==> src/hw/rtl/fbc_pkg.sv <==
// ----------------------------------------------------------------------------
// fbc_pkg: shared types and functions of the 128-bit Feistel block cipher
// Holds the transaction payload types, the round-key type, the S-boxes,
// the round constants and the word permutations used by the datapath.
// ----------------------------------------------------------------------------
package fbc_pkg;

    localparam int ROUND_COUNT = 12;
    localparam int RC_SHIFT    = 14;

    // Function codes carried in the input transaction.
    localparam logic FUNC_ENCRYPT = 1'b0;
    localparam logic FUNC_DECRYPT = 1'b1;

    // Configuration register indexes.
    typedef enum logic [0:0] {
        REG_KEY_HIGH = 1'b0,
        REG_KEY_LOW  = 1'b1
    } cfg_reg_t;

    typedef struct packed {
        logic        func;
        logic [63:0] data_high;
        logic [63:0] data_low;
    } in_t;

    typedef struct packed {
        logic [63:0] result_high;
        logic [63:0] result_low;
    } out_t;

    typedef struct packed {
        logic [63:0] hi;
        logic [63:0] lo;
    } rkey_t;

    // Round constants, round 0 in the lowest slot.
    localparam logic [ROUND_COUNT-1:0][6:0] RC_TABLE = {
        7'h22, 7'h51, 7'h25, 7'h5F, 7'h62, 7'h71,
        7'h35, 7'h57, 7'h66, 7'h73, 7'h34, 7'h5A
    };

    function automatic logic [3:0] fwd_sbox(input logic [3:0] x);
        logic [3:0] y;
        case (x)
            4'h0: y = 4'hC;
            4'h1: y = 4'h9;
            4'h2: y = 4'hD;
            4'h3: y = 4'h2;
            4'h4: y = 4'h5;
            4'h5: y = 4'hF;
            4'h6: y = 4'h3;
            4'h7: y = 4'h6;
            4'h8: y = 4'h7;
            4'h9: y = 4'hE;
            4'hA: y = 4'h0;
            4'hB: y = 4'h1;
            4'hC: y = 4'hA;
            4'hD: y = 4'h4;
            4'hE: y = 4'hB;
            default: y = 4'h8;
        endcase
        return y;
    endfunction

    function automatic logic [3:0] inv_sbox(input logic [3:0] x);
        logic [3:0] y;
        case (x)
            4'h0: y = 4'hA;
            4'h1: y = 4'hB;
            4'h2: y = 4'h3;
            4'h3: y = 4'h6;
            4'h4: y = 4'hD;
            4'h5: y = 4'h4;
            4'h6: y = 4'h7;
            4'h7: y = 4'h8;
            4'h8: y = 4'hF;
            4'h9: y = 4'h1;
            4'hA: y = 4'hC;
            4'hB: y = 4'hE;
            4'hC: y = 4'h0;
            4'hD: y = 4'h2;
            4'hE: y = 4'h9;
            default: y = 4'h5;
        endcase
        return y;
    endfunction

    // Substitute all sixteen nibbles of a word, in place.
    function automatic logic [63:0] sub_fwd(input logic [63:0] x);
        logic [63:0] y;
        for (int n = 0; n < 16; n++) begin
            y[n*4 +: 4] = fwd_sbox(x[n*4 +: 4]);
        end
        return y;
    endfunction

    function automatic logic [63:0] sub_inv(input logic [63:0] x);
        logic [63:0] y;
        for (int n = 0; n < 16; n++) begin
            y[n*4 +: 4] = inv_sbox(x[n*4 +: 4]);
        end
        return y;
    endfunction

    // Swap the 16-bit words pairwise.
    function automatic logic [63:0] word_swap(input logic [63:0] x);
        return {x[47:32], x[63:48], x[15:0], x[31:16]};
    endfunction

    function automatic logic [63:0] rotl21(input logic [63:0] x);
        return {x[42:0], x[63:43]};
    endfunction

    function automatic logic [63:0] rotr21(input logic [63:0] x);
        return {x[20:0], x[63:21]};
    endfunction

    // Round constant placed in bits 20:14.
    function automatic logic [63:0] rc_word(input logic [6:0] rc);
        return {43'd0, rc, 14'd0};
    endfunction

    // One forward step of the key schedule.
    function automatic rkey_t key_step(input rkey_t k);
        rkey_t n;
        logic [63:0] w;
        w    = word_swap(k.lo);
        n.hi = w;
        n.lo = w ^ k.hi;
        return n;
    endfunction

endpackage

==> src/hw/rtl/fbc_key_sched.sv <==
// ----------------------------------------------------------------------------
// fbc_key_sched: round-key expansion
// Derives the twelve round keys from the held key. Each round key is a
// fixed XOR network of key bits, so the expansion is plain wiring and XOR.
// ----------------------------------------------------------------------------
module fbc_key_sched
    import fbc_pkg::*;
(
    input  logic [63:0]                   key_high,
    input  logic [63:0]                   key_low,
    output rkey_t [ROUND_COUNT-1:0]       round_keys
);

    rkey_t [ROUND_COUNT:0] chain;

    // The key itself starts the schedule; round r uses the key after r+1 steps.
    assign chain[0].hi = key_high;
    assign chain[0].lo = key_low;

    for (genvar i = 0; i < ROUND_COUNT; i++) begin : g_step
        assign chain[i+1]    = key_step(chain[i]);
        assign round_keys[i] = chain[i+1];
    end

endmodule

==> config.mk <==
export PLATFORM = sky130hd
export DESIGN_NAME = fbc_key_sched
export DESIGN_NICKNAME = d
export VERILOG_FILES = /design/src/hw/rtl/fbc_pkg.sv /design/src/hw/rtl/fbc_key_sched.sv
export SDC_FILE = /design/constraint.sdc
export NUM_CORES = 1
export LEC_CHECK = 0
export ABC_CLOCK_PERIOD_IN_PS = 2540
export CORE_AREA = 2 2 643 645
export DETAILED_ROUTE_END_ITERATION = 10
export DIE_AREA = 0 0 645 647
export DONT_BUFFER_PORTS = 1
export GPL_TIMING_DRIVEN = 0
export SETUP_SLACK_MARGIN = 0.2
export SLEW_MARGIN = 10
export SYNTH_ARGS = -nofsm -noshare
export SYNTH_HDL_FRONTEND = slang
export SYNTH_SLANG_ARGS = --single-unit
==> constraint.sdc <==
create_clock -name vclk -period 2.54
set_clock_uncertainty 0.15 [all_clocks]
set_input_delay 0.127 -clock vclk [all_inputs]
set_output_delay 0.127 -clock vclk [all_outputs]
set_load 0.01 [all_outputs]
==> qor.yml <==
timing:
  setup_viol: 0
  worst_pin_slew_ns: 1.61
  setup_ws_ns: 0.148
  slew_headroom_pct: -7.67
  rsz0062_at_grt: "false"
  period_share_pct: 94.2
  fin_crit_ns: 2.39
  drv_slew: 4
  final-hold-violation-count: 0
  max_freq_mhz: 418
routing:
  wl_met2_mm: 135
  totalWireLength_mm: 303
  first_pass_iters: 9
  wl_met1_mm: 99.0
  route.detailed.drc: 0
  routedWlPerCell_um: 42.0
  via_count: 12714
  drt_iter0_drc: 1398
  dr_wl_met3_mm: 62.8
  postRouteAntennaNets: 0
  viasPerCell: 1.76
  top_layer: "met5"
finish:
  final_common_cell: "buf_4"
  final_cell_mix: "1012 x buf_4, 221 x xor3_1, 150 x clkbuf_1, 150 x xor2_1, 65 x xor2_2"
  seq_cells: 0
  seq_area_um2: 0
  design_area_mm2: 0.0240
  area_growth_pct: 52.2
  nets: 1852
  fillerInstances: 48352
  clkbuf_count: 0
  drive_above_1_share_pct: 68.6
global_routing:
  grt_max_degree: 11
  grt_pass1_vias: 10928
  grt_pass1_wl_mm: 326
  antenna_found_initial: 48
  grt-ovfl-total: 0
  grt_util_all_layers_pct: 13.8
placed_design:
  dp_slack_ns: 0.185
  placed_area_mm2: 0.0239
  io_buffers: 0
  post-dp-hpwl_mm: 287
  gp_congestion: 1.14
worst_setup_path:
  critPathKind: "input port to primary output"
  worstPathMaxFanout: 10
  required_ns: 2.26
  cp.arrival_ns: 2.12
  worstSetupStartpointType: "input port"
  cp-startpoint: "key_high[18]"
  critPathCaptureType: "primary output"
  endpoint: "round_keys[962]"
logic_synthesis:
  ys_seq_area_share_pct: 0
  syn_nets: 1792
  avgSynthCellArea_um2: 9.49
  syn_area_mm2: 0.0158
  yosysWarningCount: 0
  synth_cell_types: 6
  syn-instance-count: 1664
status:
  outcome: "finished with violations"
  violations: "max-capacitance violations, max-slew violations"
floorplan:
  die_area_mm2: 0.417
  start_util_pct: 3.84
  chipHeight_um: 647
  row_count: 236
  boundaryPins: 1664
  die_w_um: 645
  core_area_mm2: 0.411
min_path:
  hp-class: "input port to primary output"
job:
  cap_violations: 2
cts:
  cts_setup_buffers: 0
[worst min path at each step]
stage	endpoint	slack [ns]	depth (start not counted)	from
floorplan	round_keys[100]	0.20	1	key_low[52]
global placement	round_keys[102]	0.20	1	key_low[54]
detailed placement	round_keys[110]	0.20	1	key_low[62]
CTS	round_keys[108]	0.20	1	key_low[60]
global route	round_keys[102]	0.20	1	key_low[54]
finish	round_keys[109]	0.20	1	key_low[61]
[cell families (layout without fill, tap and decap cells)]
logic type	count (synthesis)	after routing	share of synthesized area, %
XOR/XNOR	449	449	46.3
other	0	22	0
buffers and inverters	1215	1273	53.7
[cells in the mapped netlist (all sizes together)]
cell	count	area, µm²
xor3	225	5350
xor2	224	1960
buf	1055	7880
clkbuf	160	601
[metrics by stage]
stage	TNS, ns	std cells	hold slack [ns]	util, %
after floorplan	0	1664	0.196	-
after global routing	0	7207	0.199	5.84
final	0	7218	0.197	5.85
after detailed placement	0	7193	0.197	5.82
after CTS	0	7193	0.197	5.82
after global placement	-10.95	7138	0.198	5.51
[timing repair]
| action | 4_1_cts | 5_1_grt |
|---|---|---|
| endpoints found under the setup margin | 1 | 0 |
| resized for setup | 1 | 0 |
| hold buffers | 0 | 0 |
[per-layer routing]
metal  GRT usage [%]  vias to the layer above
met4            2.51                       20
met5           0.648                        -
met1            13.3                     6553
met2            21.5                     1765
li1                -                     4165
met3            12.8                      211
[cell type report]
cell class / instances / area, µm² / share of cell area, %
diodes: 22 / 55.1 / 0.229
well taps: 5474 / 6850 / 28.5
plain buffers: 1215 / 8500 / 35.4
multi-input cells: 449 / 7970 / 33.2
repair buffers: 58 / 658 / 2.74
[critical path: stages]
cell	delay, ns
buf_2	0.39
xor2_1	1.26
buf_4	0.30
